**src/brcd_pkg.sv**
```systemverilog
// ----------------------------------------------------------------------------
// brcd_pkg: shared types and constants of the byte run-length decoder
// Field widths, length limits and the command word that passes from the
// front end to the back end through the command queue.
// ----------------------------------------------------------------------------
package brcd_pkg;

  localparam int LEN_W  = 21;
  localparam int CONS_W = 22;

  localparam logic [LEN_W-1:0]  MAX_DECODED = 21'h100000;
  localparam logic [LEN_W-1:0]  LEN_RESET   = 21'd4096;
  localparam logic [CONS_W-1:0] CONS_MAX    = 22'h3FFFFF;

  localparam logic [7:0] COUNT_MASK = 8'h7F;
  localparam logic [7:0] RUN_FLAG   = 8'h80;

  // Command queue geometry
  localparam int Q_DEPTH = 4;
  localparam int Q_AW    = 2;

  // One decoded packet piece: value repeated take times
  typedef struct packed {
    logic [7:0]        value;
    logic [7:0]        take;
    logic              last;
    logic              over;
    logic [CONS_W-1:0] cons;
  } brcd_cmd_t;

endpackage

```
**src/brcd_front.sv**
```systemverilog
// ----------------------------------------------------------------------------
// brcd_front: byte classifier of the run-length decoder
// Takes compressed bytes, tracks packet phase and channel counters, and
// issues one command per kept literal byte or run value; leftover literals of a clipped packet give none.
// ----------------------------------------------------------------------------
module brcd_front (
  input  logic                            clk,
  input  logic                            rst,
  input  logic                            cfg_we,
  input  logic [brcd_pkg::LEN_W-1:0]      cfg_wdata,
  input  logic                            in_valid,
  output logic                            in_ready,
  input  logic [7:0]                      in_byte,
  input  logic                            room,
  output logic                            push,
  output brcd_pkg::brcd_cmd_t             cmd
);

  localparam logic [1:0] PH_CTRL = 2'd0;
  localparam logic [1:0] PH_LIT  = 2'd1;
  localparam logic [1:0] PH_RUNV = 2'd2;
  localparam logic [1:0] PH_SKIP = 2'd3;

  logic [brcd_pkg::LEN_W-1:0]  dec_len;
  logic [1:0]                  phase;
  logic [1:0]                  phase_next;
  logic [7:0]                  packet_left;
  logic [7:0]                  packet_left_next;
  logic [brcd_pkg::LEN_W-1:0]  produced;
  logic [brcd_pkg::LEN_W-1:0]  produced_next;
  logic [brcd_pkg::CONS_W-1:0] consumed;
  logic [brcd_pkg::CONS_W-1:0] consumed_next;

  logic                        acc;
  logic [brcd_pkg::LEN_W-1:0]  eff_len;
  logic [brcd_pkg::CONS_W-1:0] cons_inc;
  logic [7:0]                  pl_dec;
  logic [brcd_pkg::LEN_W-1:0]  prod_inc;
  logic                        lit_last;
  logic [brcd_pkg::LEN_W-1:0]  rem;
  logic [7:0]                  take;
  logic                        run_last;

  assign in_ready = room;
  assign acc      = in_valid & room;

  always_comb begin
    if (dec_len == '0) begin
      eff_len = brcd_pkg::LEN_W'(1);
    end else if (dec_len > brcd_pkg::MAX_DECODED) begin
      eff_len = brcd_pkg::MAX_DECODED;
    end else begin
      eff_len = dec_len;
    end
  end

  assign cons_inc = (consumed != brcd_pkg::CONS_MAX) ? consumed + 1'b1 : consumed;
  assign pl_dec   = (packet_left != 8'd0) ? packet_left - 8'd1 : 8'd0;
  assign prod_inc = produced + 1'b1;
  assign lit_last = prod_inc >= eff_len;
  assign rem      = (eff_len > produced) ? eff_len - produced : brcd_pkg::LEN_W'(1);
  assign run_last = {13'd0, packet_left} >= rem;
  assign take     = run_last ? rem[7:0] : packet_left;

  always_comb begin
    phase_next       = phase;
    packet_left_next = packet_left;
    produced_next    = produced;
    consumed_next    = consumed;
    push             = 1'b0;
    cmd.value        = in_byte;
    cmd.take         = 8'd1;
    cmd.last         = 1'b0;
    cmd.over         = 1'b0;
    cmd.cons         = cons_inc;
    if (acc) begin
      unique case (phase)
        PH_CTRL: begin
          consumed_next    = cons_inc;
          packet_left_next = (in_byte & brcd_pkg::COUNT_MASK) + 8'd1;
          phase_next       = ((in_byte & brcd_pkg::RUN_FLAG) != 8'd0) ? PH_RUNV : PH_LIT;
        end
        PH_LIT: begin
          push             = 1'b1;
          cmd.last         = lit_last;
          cmd.over         = pl_dec != 8'd0;
          packet_left_next = pl_dec;
          if (lit_last) begin
            produced_next = '0;
            consumed_next = '0;
            phase_next    = (pl_dec != 8'd0) ? PH_SKIP : PH_CTRL;
          end else begin
            produced_next = prod_inc;
            consumed_next = cons_inc;
            phase_next    = (pl_dec == 8'd0) ? PH_CTRL : PH_LIT;
          end
        end
        PH_RUNV: begin
          push             = 1'b1;
          cmd.take         = take;
          cmd.last         = run_last;
          cmd.over         = {13'd0, packet_left} > rem;
          packet_left_next = 8'd0;
          phase_next       = PH_CTRL;
          if (run_last) begin
            produced_next = '0;
            consumed_next = '0;
          end else begin
            produced_next = produced + {13'd0, take};
            consumed_next = cons_inc;
          end
        end
        PH_SKIP: begin
          // drop leftover literal bytes of a clipped packet, uncounted
          packet_left_next = pl_dec;
          if (pl_dec == 8'd0) begin
            phase_next = PH_CTRL;
          end
        end
        default: begin
          phase_next = PH_CTRL;
        end
      endcase
    end
  end

  always_ff @(posedge clk) begin
    if (rst) begin
      dec_len     <= brcd_pkg::LEN_RESET;
      phase       <= PH_CTRL;
      packet_left <= 8'd0;
      produced    <= '0;
      consumed    <= '0;
    end else begin
      if (cfg_we) begin
        dec_len <= cfg_wdata;
      end
      phase       <= phase_next;
      packet_left <= packet_left_next;
      produced    <= produced_next;
      consumed    <= consumed_next;
    end
  end

endmodule

```
**src/brcd_queue.sv**
```systemverilog
// ----------------------------------------------------------------------------
// brcd_queue: command queue between front and back end
// Small register FIFO; head entry is presented without a read delay.
// ----------------------------------------------------------------------------
module brcd_queue (
  input  logic                  clk,
  input  logic                  rst,
  input  logic                  push,
  input  brcd_pkg::brcd_cmd_t   push_cmd,
  output logic                  room,
  input  logic                  pop,
  output logic                  head_valid,
  output brcd_pkg::brcd_cmd_t   head_cmd
);

  brcd_pkg::brcd_cmd_t       entries [brcd_pkg::Q_DEPTH];
  logic [brcd_pkg::Q_AW-1:0] wr_ptr;
  logic [brcd_pkg::Q_AW-1:0] rd_ptr;
  logic [brcd_pkg::Q_AW:0]   fill;

  assign room       = fill != (brcd_pkg::Q_AW+1)'(brcd_pkg::Q_DEPTH);
  assign head_valid = fill != '0;
  assign head_cmd   = entries[rd_ptr];

  always_ff @(posedge clk) begin
    if (push) begin
      entries[wr_ptr] <= push_cmd;
    end
  end

  always_ff @(posedge clk) begin
    if (rst) begin
      wr_ptr <= '0;
      rd_ptr <= '0;
      fill   <= '0;
    end else begin
      if (push) begin
        wr_ptr <= wr_ptr + 1'b1;
      end
      if (pop) begin
        rd_ptr <= rd_ptr + 1'b1;
      end
      if (push && !pop) begin
        fill <= fill + 1'b1;
      end else if (pop && !push) begin
        fill <= fill - 1'b1;
      end
    end
  end

endmodule

```
**src/brcd_back.sv**
```systemverilog
// ----------------------------------------------------------------------------
// brcd_back: result expander of the run-length decoder
// Turns each command into results of up to two bytes and holds them in an
// output register for the downstream transfer.
// ----------------------------------------------------------------------------
module brcd_back (
  input  logic                          clk,
  input  logic                          rst,
  input  logic                          head_valid,
  input  brcd_pkg::brcd_cmd_t           head_cmd,
  output logic                          pop,
  output logic                          out_valid,
  input  logic                          out_ready,
  output logic [7:0]                    out_first,
  output logic [7:0]                    out_second,
  output logic [1:0]                    out_count,
  output logic                          out_last,
  output logic                          out_over,
  output logic [brcd_pkg::CONS_W-1:0]   out_cons
);

  logic                cur_valid;
  brcd_pkg::brcd_cmd_t cur;
  logic                issue;
  logic                pair;
  logic                fin;

  assign issue = cur_valid & (~out_valid | out_ready);
  assign pair  = cur.take >= 8'd2;
  assign fin   = cur.take <= 8'd2;
  assign pop   = head_valid & (~cur_valid | (issue & fin));

  always_ff @(posedge clk) begin
    if (rst) begin
      cur_valid <= 1'b0;
    end else if (pop) begin
      cur_valid <= 1'b1;
    end else if (issue && fin) begin
      cur_valid <= 1'b0;
    end
  end

  always_ff @(posedge clk) begin
    if (pop) begin
      cur <= head_cmd;
    end else if (issue) begin
      cur.take <= cur.take - 8'd2;
    end
  end

  always_ff @(posedge clk) begin
    if (rst) begin
      out_valid <= 1'b0;
    end else if (issue) begin
      out_valid <= 1'b1;
    end else if (out_ready) begin
      out_valid <= 1'b0;
    end
  end

  always_ff @(posedge clk) begin
    if (issue) begin
      out_first  <= cur.value;
      out_second <= pair ? cur.value : 8'd0;
      out_count  <= pair ? 2'd2 : 2'd1;
      out_last   <= fin & cur.last;
      out_over   <= fin & cur.last & cur.over;
      out_cons   <= (fin && cur.last) ? cur.cons : '0;
    end
  end

endmodule

```
**src/byte_rle_channel_decoder_unit.sv**
```systemverilog
// ----------------------------------------------------------------------------
// byte_rle_channel_decoder_unit: byte run-length decoder for one channel
// Expands a stream of compressed bytes (7-bit count, run flag in bit 7)
// into results of one or two decoded bytes, ending each channel at the
// configured decoded length.
//
// Usage:
//  - Slave stream: one compressed byte per transfer on s_tdata.
//  - Master stream: one result per transfer; m_tlast marks the result that
//    reaches the decoded length, m_tuser flags a clipped packet on it.
//  - cfg_we/cfg_wdata write the decoded length; write only while idle.
// Throughput: a byte is taken every cycle while the four-entry command
//  queue has room. A run value still needing n repetitions gives ceil(n/2)
//  results, one result per cycle unless m_tready stalls; control and dropped bytes give
//  no result. The output port of the back end sets the sustained rate.
// Path: a byte's command passes a queue entry, the back end's command
//  register and the output register; it waits while earlier commands expand.
// Reset: counters clear, the decoder waits for a control byte and the
//  decoded length returns to 4096.
// Stall: with m_tready low the result is held; the queue fills and then
//  s_tready drops until results drain.
// ----------------------------------------------------------------------------
module byte_rle_channel_decoder_unit (
  input  logic                          clk,
  input  logic                          rst,
  // configuration
  input  logic                          cfg_we,
  input  logic [brcd_pkg::LEN_W-1:0]    cfg_wdata,   // decoded_length
  // compressed byte stream
  input  logic                          s_tvalid,
  output logic                          s_tready,
  input  logic [7:0]                    s_tdata,     // [7:0] in_byte
  // decoded result stream
  output logic                          m_tvalid,
  input  logic                          m_tready,
  // [7:0] first_byte, [15:8] second_byte, [17:16] byte_count,
  // [39:18] bytes_consumed
  output logic [39:0]                   m_tdata,
  output logic                          m_tlast,     // last
  output logic                          m_tuser      // [0] overrun
);

  logic                          push;
  logic                          room;
  logic                          pop;
  logic                          head_valid;
  brcd_pkg::brcd_cmd_t           push_cmd;
  brcd_pkg::brcd_cmd_t           head_cmd;
  logic [7:0]                    res_first;
  logic [7:0]                    res_second;
  logic [1:0]                    res_count;
  logic [brcd_pkg::CONS_W-1:0]   res_cons;

  // Front end: classify bytes and update channel counters at each transfer
  brcd_front u_front (
    .clk       (clk),
    .rst       (rst),
    .cfg_we    (cfg_we),
    .cfg_wdata (cfg_wdata),
    .in_valid  (s_tvalid),
    .in_ready  (s_tready),
    .in_byte   (s_tdata),
    .room      (room),
    .push      (push),
    .cmd       (push_cmd)
  );

  // Decouple classification from expansion
  brcd_queue u_queue (
    .clk        (clk),
    .rst        (rst),
    .push       (push),
    .push_cmd   (push_cmd),
    .room       (room),
    .pop        (pop),
    .head_valid (head_valid),
    .head_cmd   (head_cmd)
  );

  // Back end: expand commands into registered results
  brcd_back u_back (
    .clk        (clk),
    .rst        (rst),
    .head_valid (head_valid),
    .head_cmd   (head_cmd),
    .pop        (pop),
    .out_valid  (m_tvalid),
    .out_ready  (m_tready),
    .out_first  (res_first),
    .out_second (res_second),
    .out_count  (res_count),
    .out_last   (m_tlast),
    .out_over   (m_tuser),
    .out_cons   (res_cons)
  );

  // Pack the result fields, lowest field first
  assign m_tdata = {res_cons, res_count, res_second, res_first};

endmodule

```
**config.mk**
```make
export PLATFORM = sky130hd
export DESIGN_NAME = byte_rle_channel_decoder_unit
export DESIGN_NICKNAME = d
export VERILOG_FILES = /design/src/brcd_pkg.sv /design/src/brcd_front.sv /design/src/brcd_queue.sv /design/src/brcd_back.sv /design/src/byte_rle_channel_decoder_unit.sv
export SDC_FILE = /design/constraint.sdc
export NUM_CORES = 1
export LEC_CHECK = 0
export BUFFER_PORTS_ARGS = -buffer_cell sky130_fd_sc_hd__buf_4
export CAP_MARGIN = 20
export CORE_UTILIZATION = 30
export CTS_BUF_LIST = sky130_fd_sc_hd__clkbuf_4 sky130_fd_sc_hd__clkbuf_8
export DETAILED_ROUTE_END_ITERATION = 8
export RECOVER_POWER = 25
export SLEW_MARGIN = 10
export SYNTH_ARGS = -nofsm -noshare
export SYNTH_HDL_FRONTEND = slang
export SYNTH_SLANG_ARGS = --single-unit
```
**constraint.sdc**
```tcl
create_clock -name clk -period 17.2 [get_ports clk]
set_input_delay 2.58 -clock clk [delete_from_list [all_inputs] [get_ports clk]]
set_output_delay 2.58 -clock clk [all_outputs]
set_load 0.05 [all_outputs]
```
# --- Yosys cells after proc, flatten, opt, wreduce, memory -nomap -nowiden ---
# Memories as Yosys holds them, arrays and structs flattened. A register that Yosys moved wholly into a read port is not among the register bits.
# Cells that the tools add are included.
# W data, S select, Z words.
word_totals:
  reg_bits: 165
  ram_bits: 160
  input_bits: 34
  output_inout_bits: 44
  wordCells: 116
  memories: 1
classes:
  n_addsub: 11
  magnitude_cmp: 7
  eq_ne: 6
  muxes: 37
  bitwise_logic: 10
  reduce_logical: 23
mem_list:
  columns: ["name", "words", "width", "rd", "rd_ports_with_merged_regs", "write_ports", "line", "text"]
  rows:
  - ["u_queue.entries", 4, 40, 1, 1, 1, "brcd_queue.sv:16", "brcd_pkg::brcd_cmd_t entries [brcd_pkg::Q_DEPTH];"]
op_table:
  columns: ["cell", "count"]
  rows:
  - ["$mux W21", 5]
  - ["$mux W22", 3]
  - ["$pmux W22 S3", 1]
  - ["$pmux W21 S2", 1]
  - ["$mux W8", 5]
  - ["$pmux W8 S3", 1]
  - ["$add A22 B1 Y22 const B", 1]
  - ["$ne A22 B22 Y1 const B", 1]
  - ["$add A21 B1 Y21 const B", 1]
  - ["$add A21 B8 Y21", 1]
  - ["$ge A21 B21 Y1", 1]
  - ["$ge A8 B21 Y1", 1]
  - ["$gt A21 B21 Y1", 1]
  - ["$gt A21 B21 Y1 const B", 1]
  - ["$gt A8 B21 Y1", 1]
  - ["$logic_not A21 Y1", 1]
  - ["$sub A21 B21 Y21", 1]
  - ["$reduce_bool A8 Y1", 2]
  - ["$mux W2", 7]
  - ["$mux W10", 1]
  - ["$reduce_bool A2 Y1", 5]
  - ["$mux W1", 9]
  - ["$add A7 B1 Y8 const B", 1]
  - ["$ge A8 B2 Y1 const B", 1]
  - ["23 further kinds", 41]

# --- Logic depth before layout (Yosys ltp) ---
# Gate-level depths: netlist (run 1).
logic_depth:
  ltp_word: 10
  mapped_depth: 35
  ltp_nobuf: 35

# --- By module ---
# Synthesis (run 1) repeated with hierarchy kept, for this count alone.
hier_totals:
  cells_unflattened: 1378
  hier_area_um2: 16509.6
by_module_without_submodules:
  columns: ["mod", "n_inst", "cells_each", "area_each_um2"]
  rows:
  - ["brcd_front", 1, 960, 7206.9]
  - ["brcd_queue", 1, 254, 6247.2]
  - ["brcd_back", 1, 164, 3055.4]

# --- Least setup slack after synthesis (run 1) ---
# Ideal clock, no wire load.
synth_path:
  path_kind: "register to register"
  from: "register u_front.dec_len[11] (netlist name)"
  to: "register u_front.produced[20] (netlist name)"
  setup_ns: 0.116
  arrival_ns: 6.254
  setup_slack_ns: 10.830
  stages_incl_launch_ff: 33
  path_buffers: 1
  period_less_slack_ns: 6.370
  cell_sequence: "dfxtp_1 -> nor4_1 -> nand3_1 -> o21ai_1 -> nand2_1 -> inv_1 -> ha_1 -> buf_2 -> a211oi_2 -> nor2_1 -> nor3_1 -> a21oi_1 -> o311a_1 -> nand2b_1 -> ha_1 -> nor2b_1 -> o21ai_0 -> nand2b_1 -> a21oi_1 -> o21ai_0 -> nand2b_1 -> nand3_4 -> mux2_2 -> fa_1 -> nor2b_1 -> o21ai_0 -> a21boi_0 -> o21ai_0 -> nand2b_1 -> a31oi_1 -> nor4_1 -> mux2_2 -> a31o_2"
synth_between:
  elab_chain_cells: 10
  word_cells_on_any_way: 14
  classes_between: "2 x add/sub; 4 x order compare; 7 x mux; 1 x reduce/logical"
synth_lines:
  columns: ["element", "line", "text"]
  rows:
  - ["from (decl)", "brcd_front.sv:24", "logic [brcd_pkg::LEN_W-1:0] dec_len;"]
  - ["from (signal assigned)", "brcd_front.sv:129", "dec_len <= brcd_pkg::LEN_RESET;"]
  - ["from (signal assigned)", "brcd_front.sv:136", "dec_len <= cfg_wdata;"]
  - ["$gt A21 B21 Y1", "brcd_front.sv:50", "end else if (dec_len > brcd_pkg::MAX_DECODED) begin"]
  - ["$mux W21", "brcd_front.sv:50", null]
  - ["$mux W21 (*)", "brcd_front.sv:48", "if (dec_len == '0) begin"]
  - ["$sub A21 B21 Y21 or $gt A21 B21 Y1 (tied branches)", "brcd_front.sv:61", "assign rem = (eff_len > produced) ? eff_len - produced : brcd_pkg::LEN_W'(1);"]
  - ["$mux W21", "brcd_front.sv:61", null]
  - ["$ge A8 B21 Y1", "brcd_front.sv:62", "assign run_last = {13'd0, packet_left} >= rem;"]
  - ["$mux W8", "brcd_front.sv:63", "assign take = run_last ? rem[7:0] : packet_left;"]
  - ["$add A21 B8 Y21", "brcd_front.sv:109", "produced_next = produced + {13'd0, take};"]
  - ["$mux W21", "brcd_front.sv:105", "if (run_last) begin"]
  - ["$pmux W21 S2 (*)", "brcd_front.sv:77", "unique case (phase)"]
  - ["to (signal assigned)", "brcd_front.sv:140", "produced <= produced_next;"]
  - ["to (decl)", "brcd_front.sv:29", "logic [brcd_pkg::LEN_W-1:0] produced;"]
# Mark *: on every way between the ends. The rest lies on a longest branch, timed or not.
# A chain may end at the register's enable or synchronous reset.

# --- Final worst setup path (run 1) ---
layout_path:
  from: "register u_front.dec_len[15] (netlist name)"
  to: "register u_front.produced[10] (netlist name)"
# Same word-level chain as after synthesis.

==> results of run 1 <==
[routing by layer]
metal,routed length [µm],global-route usage (%)
met2,17380,22.48
met3,1750,2.604
met5,0,0
met4,986,4.516
met1,17360,18.14
[logic make-up after synthesis]
| group | Yosys count |
|---|---|
| AND/OR/NAND/NOR | 431 |
| flip-flops | 327 |
| adder cells (fa/ha/maj) | 79 |
| XOR/XNOR | 81 |
| buffers and inverters | 126 |
| AO/OA/AOI/OAI | 238 |
| multiplexers | 79 |
[worst reg2reg max path: cells and delay by family (launching register included)]
kind	cells	cell delay, ns
compound gates	16	3.75
fa+ha+maj	4	0.99
buf+inv	2	0.17
flops	1	0.33
mux	1	0.41
simple gates	11	1.85
[sequential cells by signal, summed over array words and instances, names as in the netlist, 8 cells and up, named ones only]
name,count
u_back.cur,40
u_back.out_cons,22
u_back.out_first,8
u_back.out_second,8
u_front.consumed,22
u_front.dec_len,21
u_front.packet_left,8
u_front.produced,21
u_queue.entries,160
[cell usage in the layout, fill, tap and decap left out, types with 21 or more instances in the layout]
master / count
xor2_1: 29
nor4_1: 21
a21oi_1: 63
dfxtp_1: 84
nor2b_1: 22
mux2i_1: 32
xnor2_1: 52
buf_4: 75
edfxtp_1: 242
ha_1: 76
clkbuf_8: 58
inv_1: 72
o21ai_0: 44
nor3_1: 23
and3_1: 36
nand2_1: 91
nor2_1: 135
nand3_1: 31
mux4_2: 40
[final cells by class]
type	count	area (µm²)
Multi-Input combinational cell	908	6758
Inverter	73	274.0
Tap cell	688	860.8
Fill cell	5259	34340
Antenna cell	1	2.502
Timing Repair Buffer	87	608.1
Sequential cell	327	8970
Clock buffer	78	948.4
Clock inverter	23	210.2
[power groups by stage]
stage	logic (W)	registers [W]	clock network (W)
detailed placement	0.000796	0.00111	0
CTS	0.000800	0.00110	0.000746
finish	0.000793	0.00109	0.000720
floorplan	0.000496	0.00119	0
global route	0.000868	0.00111	0.000785
global placement	0.000787	0.00111	0
[metrics by stage]
| stage | cells | hold WS [ns] | setup WS (ns) | area [µm²] | util (%) |
|---|---|---|---|---|---|
| global route | 2184 | 0.4550 | 8.765 | 18630 | 35.17 |
| CTS | 2183 | 0.4383 | 9.516 | 18680 | 35.27 |
| floorplan | 1361 | 0.4180 | 10.83 | 16210 | - |
| global placement | 2082 | 0.4230 | 9.875 | 17520 | 33.08 |
| finish | 2185 | 0.4369 | 9.436 | 18630 | 35.17 |
| detailed placement | 2082 | 0.4245 | 9.562 | 17520 | 33.08 |
[final timing paths]
path / end / slack [ns] / cells past startpoint
worst max-delay path: u_front.produced[10] / 9.44 / 34
worst min-delay path: u_back.out_first[1] / 0.44 / 0
worst max register to register: u_front.produced[10] / 9.44 / 34
worst min register to register: u_back.out_first[1] / 0.44 / 0
==> impl_metrics.py, run 1 <==
metrics = {
    "synthesis": {
        "synth.area.top_cells": "edfxtp_1 45%, dfxtp_1 10%, ha_1 5.9%",
        "ys_ff_latch": 327,
        "syn_avg_cell_area_um2": 11.91,
        "post-synth-top-count-cell": "edfxtp_1",
        "ys_seq_area_share_pct": 55.33,
        "synth_fa_ha_area_share_pct": 6.237,
        "yosysTopAreaCellShare_pct": 44.83,
        "synth_mux_area_share_pct": 8.043,
        "syn_nets": 1474,
        "yosys.area.top_type": "edfxtp_1",
        "async_flop_share_pct": 0,
        "yosys-top-cells-count": "242 x edfxtp_1, 135 x nor2_1, 91 x nand2_1, 85 x dfxtp_1, 76 x ha_1",
        "synth_compound_area_share_pct": 9.981,
        "synth_enable_flop_cells": 242,
        "synth_top_family_by_area": "simple AND/OR/NAND/NOR gates",
        "synth_cells": 1361,
        "synthFlopType": "edfxtp_1",
        "ys.warnings.count": 0,
        "synth_xor_area_share_pct": 4.377,
        "synth_simple_gate_area_share_pct": 12.97,
        "synth_cell_type_count": 81,
        "syn_area_mm2": 0.01621,
    },
    "worst_setup_path": {
        "slowest_delay_ns": 0.60,
        "crit_start": "u_front.dec_len[15]",
        "cp-start-kind": "register",
        "required_ns": 17.58,
        "path_class": "register to register",
        "endpoint_kind": "register",
        "slowest_stage": "a31oi_1",
        "critPathMaxFanout": 17,
        "crit_arrival_ns": 8.14,
        "rr_startpoint": "u_front.dec_len[15]",
        "path_buf_inv": 2,
        "path_delay_family": "compound AO/OA/AOI/OAI gates",
    },
    "drt": {
        "drt_iter0_drc": 641,
        "vias": 10819,
        "vias_per_cell": 4.951,
        "postRouteAntennaNets": 0,
        "wl_per_cell_um": 17.15,
        "drc": 0,
        "wl_um": 37480,
        "first_pass_iters": 5,
    },
    "power_and_ir_drop": {
        "p_int_w": 0.001713,
        "p_sw_share_pct": 34.25,
        "seq_power_share_pct": 41.9,
        "vdd_drop_max_uv": 69.25,
        "combPwrFrac_pct": 30.5,
        "p_sw_w": 0.0008923,
        "powerDensity_mw_per_mm2": 139.8,
        "p_leak_nw": 7.058,
        "p_total_w": 0.002605,
        "p_clk_share_pct": 27.6,
    },
    "sta": {
        "slew_viol_final": 81,
        "final.setup.tns_ns": 0,
        "post-route-min-period_ns": 7.764,
        "rsz0062_at_grt": "false",
        "setup_viol": 0,
        "finalHoldViolations": 0,
        "fin_crit_sh_pct": 45.14,
        "fin_worst_skew_ns": 0.03756,
        "tightest_slew_ns": 2.665,
        "relSlewSlack_pct": -77.68,
        "max_freq_mhz": 128.8,
    },
    "clock_network": {
        "cts-root-buf": "clkbuf_8",
        "ctsHtreeMaxLevel": 2,
        "cts_buffer_depth": 3,
        "cts_resized": 0,
        "cts_buffers": 56,
        "worstSkewPairLatency_ns": 0.64,
        "clk_pin_slew_ns": 0.06,
        "cts_setup_buffers": 0,
        "cts_tree": "done",
        "cts_hold_buf": 0,
        "clock-sinks": 327,
    },
    "global_route": {
        "grt-ovfl-total": 0,
        "grt_antenna_before_repair": 0,
        "grt_pass1_vias": 10826,
        "grt_start_max_net_pins": 53,
        "grt_first_pass_wirelength_um": 58930,
        "gr-usage-all-layers_pct": 13.71,
    },
    "floorplan": {
        "rows": 84,
        "die_w_um": 234.4,
        "die_area_mm2": 0.05496,
        "fp.dieH_um": 234.4,
        "num_io_pins": 78,
        "coreArea_mm2": 0.05297,
        "initial_core_util_pct": 30.60,
    },
    "flow_run": {
        "maxCapViolCount": 2,
    },
    "hold_path": {
        "hold_start": "u_back.cur[33]",
        "min-delay-path-class": "register to register",
    },
    "final_layout": {
        "area_delta_synth_final_pct": 14.94,
        "fin_nets": 1566,
        "drive_gt1_share_pct": 15.91,
    },
    "status": {
        "status": "complete, but fails checks",
        "failed_checks": "capacitance limit, slew limit",
    },
    "placement": {
        "io_buffers": 77,
        "dp_hpwl_um": 25980,
        "place_congestion": 0.8918,
    },
}
Power figures use the tool's default switching activity.
==> run 2, diff against run 1 <==
- clock period: 17.2 -> 7.3 ns (I/O delays scaled with it)
==> impl_metrics.py, run 2 (synthesis gave the netlist of run 1 again) <==
metrics = {
    "worst_setup_path": {
        "cp-start-kind": "register",
        "path_class": "register to register",
        "endpoint_kind": "register",
        "slowest_delay_ns": 0.44,
        "crit_arrival_ns": 7.26,
        "required_ns": 7.83,
        "critPathMaxFanout": 8,
        "slowest_stage": "fa_1",
    },
    "clock_network": {
        "clk_pin_slew_ns": 0.06,
        "clock-sinks": 327,
        "cts-root-buf": "clkbuf_8",
        "cts_hold_buf": 0,
        "cts_buffer_depth": 3,
        "ctsHtreeMaxLevel": 2,
        "worstSkewPairLatency_ns": 0.64,
        "cts_tree": "done",
        "cts_buffers": 55,
    },
    "sta": {
        "relSlewSlack_pct": -62.63,
        "fin_crit_sh_pct": 92.26,
        "slew_viol_final": 44,
        "max_freq_mhz": 148.5,
        "finalHoldViolations": 0,
        "setup_viol": 0,
        "fin_worst_skew_ns": 0.03260,
        "rsz0062_at_grt": "false",
        "tightest_slew_ns": 2.439,
        "post-route-min-period_ns": 6.735,
        "hold_ws_ns": 0.4345,
        "final.setup.tns_ns": 0,
    },
    "power_and_ir_drop": {
        "p_sw_w": 0.002112,
        "powerDensity_mw_per_mm2": 324.5,
        "vdd_drop_max_uv": 162.8,
        "combPwrFrac_pct": 31.4,
        "p_leak_nw": 7.156,
        "p_int_w": 0.003996,
        "p_clk_share_pct": 26.5,
        "seq_power_share_pct": 42.1,
        "p_sw_share_pct": 34.58,
    },
    "final_layout": {
        "drive_gt1_share_pct": 17.77,
        "nFillCells": 5241,
        "layout_common_cells": "242 x edfxtp_1, 135 x nor2_1, 97 x buf_4",
        "fin_area_mm2": 0.01882,
        "biggestRegsByFlops": "u_queue.entries x160, u_back.cur x40",
        "max_flop_register": "u_queue.entries",
        "layout_commonest_cell": "edfxtp_1",
        "area_delta_synth_final_pct": 16.12,
        "stdcell_count": 2208,
        "largest_reg_flops": 160,
        "fin_nets": 1588,
    },
    "floorplan": {
        "die_w_um": 234.4,
        "die_area_mm2": 0.05496,
        "initial_core_util_pct": 30.60,
        "num_io_pins": 78,
        "fp.dieH_um": 234.4,
        "coreArea_mm2": 0.05297,
        "rows": 84,
    },
    "global_route": {
        "grt_antenna_before_repair": 0,
        "gr-usage-all-layers_pct": 13.86,
        "grt-ovfl-total": 0,
        "grt_start_max_net_pins": 53,
        "grt_pass1_vias": 10900,
        "grt_first_pass_wirelength_um": 59730,
    },
    "placement": {
        "dp_hpwl_um": 26120,
        "place_congestion": 0.8537,
        "io_buffers": 77,
        "dp_cells": 2104,
        "place_area_mm2": 0.01769,
    },
    "flow_run": {
        "maxCapViolCount": 1,
    },
    "hold_path": {
        "min-delay-path-class": "register to register",
    },
    "drt": {
        "vias": 10939,
        "wl_um": 37800,
        "first_pass_iters": 5,
        "wl_per_cell_um": 17.12,
        "drc": 0,
        "vias_per_cell": 4.954,
        "drt_iter0_drc": 657,
        "postRouteAntennaNets": 0,
    },
    "status": {
        "status": "complete, but fails checks",
        "failed_checks": "capacitance limit, slew limit",
    },
}
==> run 2: worst paths after layout <==
check / start / to / slack (ns) / depth (start not counted)
max reg2reg: u_front.dec_len[15] / u_front.produced[20] / 0.57 / 32
max: u_front.dec_len[15] / u_front.produced[20] / 0.57 / 32
min: u_back.cur[38] / u_back.out_first[6] / 0.43 / 0
min reg2reg: u_back.cur[38] / u_back.out_first[6] / 0.43 / 0
==> run 2: per-layer routing <==
layer | vias up | global-route usage [%] | share of wire (%)
met5 | - | 0 | 0
met4 | 0 | 4.738 | 2.6
met3 | 74 | 3.222 | 5.5
met2 | 282 | 22.83 | 47
met1 | 5291 | 17.80 | 45
li1 | 5292 | - | -
==> run 2: layout make-up <==
| class | count | area [µm²] | share of cell area, % |
|---|---|---|---|
| sequential | 327 | 8970 | 47.66 |
| antenna | 1 | 2.502 | 0.01330 |
| inverter | 73 | 274.0 | 1.456 |
| clock inverter | 22 | 128.9 | 0.6847 |
| timing repair buffer | 110 | 780.7 | 4.148 |
| clock buffer | 79 | 987.2 | 5.245 |
| multi-input combinational | 908 | 6818 | 36.22 |
| tap | 688 | 860.8 | 4.574 |
==> run 2: worst max-delay path: cells and delay by family, from the launching register on <==
family | cells | cell delay (ns)
adders and majority gates | 3 | 1.01
DFF | 1 | 0.33
and+or+nand+nor | 12 | 1.99
muxes | 2 | 0.75
buffers and inverters | 2 | 0.23
AOI/OAI and AO/OA | 13 | 2.30
==> run 2: stage by stage <==
stage	total power, W	util (%)	worst slack, ns
after floorplan	0.003968	-	0.9302
after global placement	0.004497	33.39	0.3394
after detailed placement	0.004540	33.39	0.2891
after CTS	0.006186	35.50	0.2464
after global routing	0.006471	35.53	0.01649
final	0.006108	35.53	0.5652
==> run 2: power groups by stage <==
stage          combinational, W  sequential (W)  clock, W
2_1_floorplan           0.00117         0.00280         0
3_3_place_gp            0.00190         0.00260         0
3_5_place_dp            0.00193         0.00261         0
4_1_cts                 0.00193         0.00258   0.00168
5_1_grt                 0.00210         0.00261   0.00176
6_report                0.00192         0.00257   0.00162
==> run 2: what timing repair did <==
action | CTS | global route
setup endpoints to repair | 0 | 13
setup buffers | 0 | 1
gates resized for setup | 0 | 11
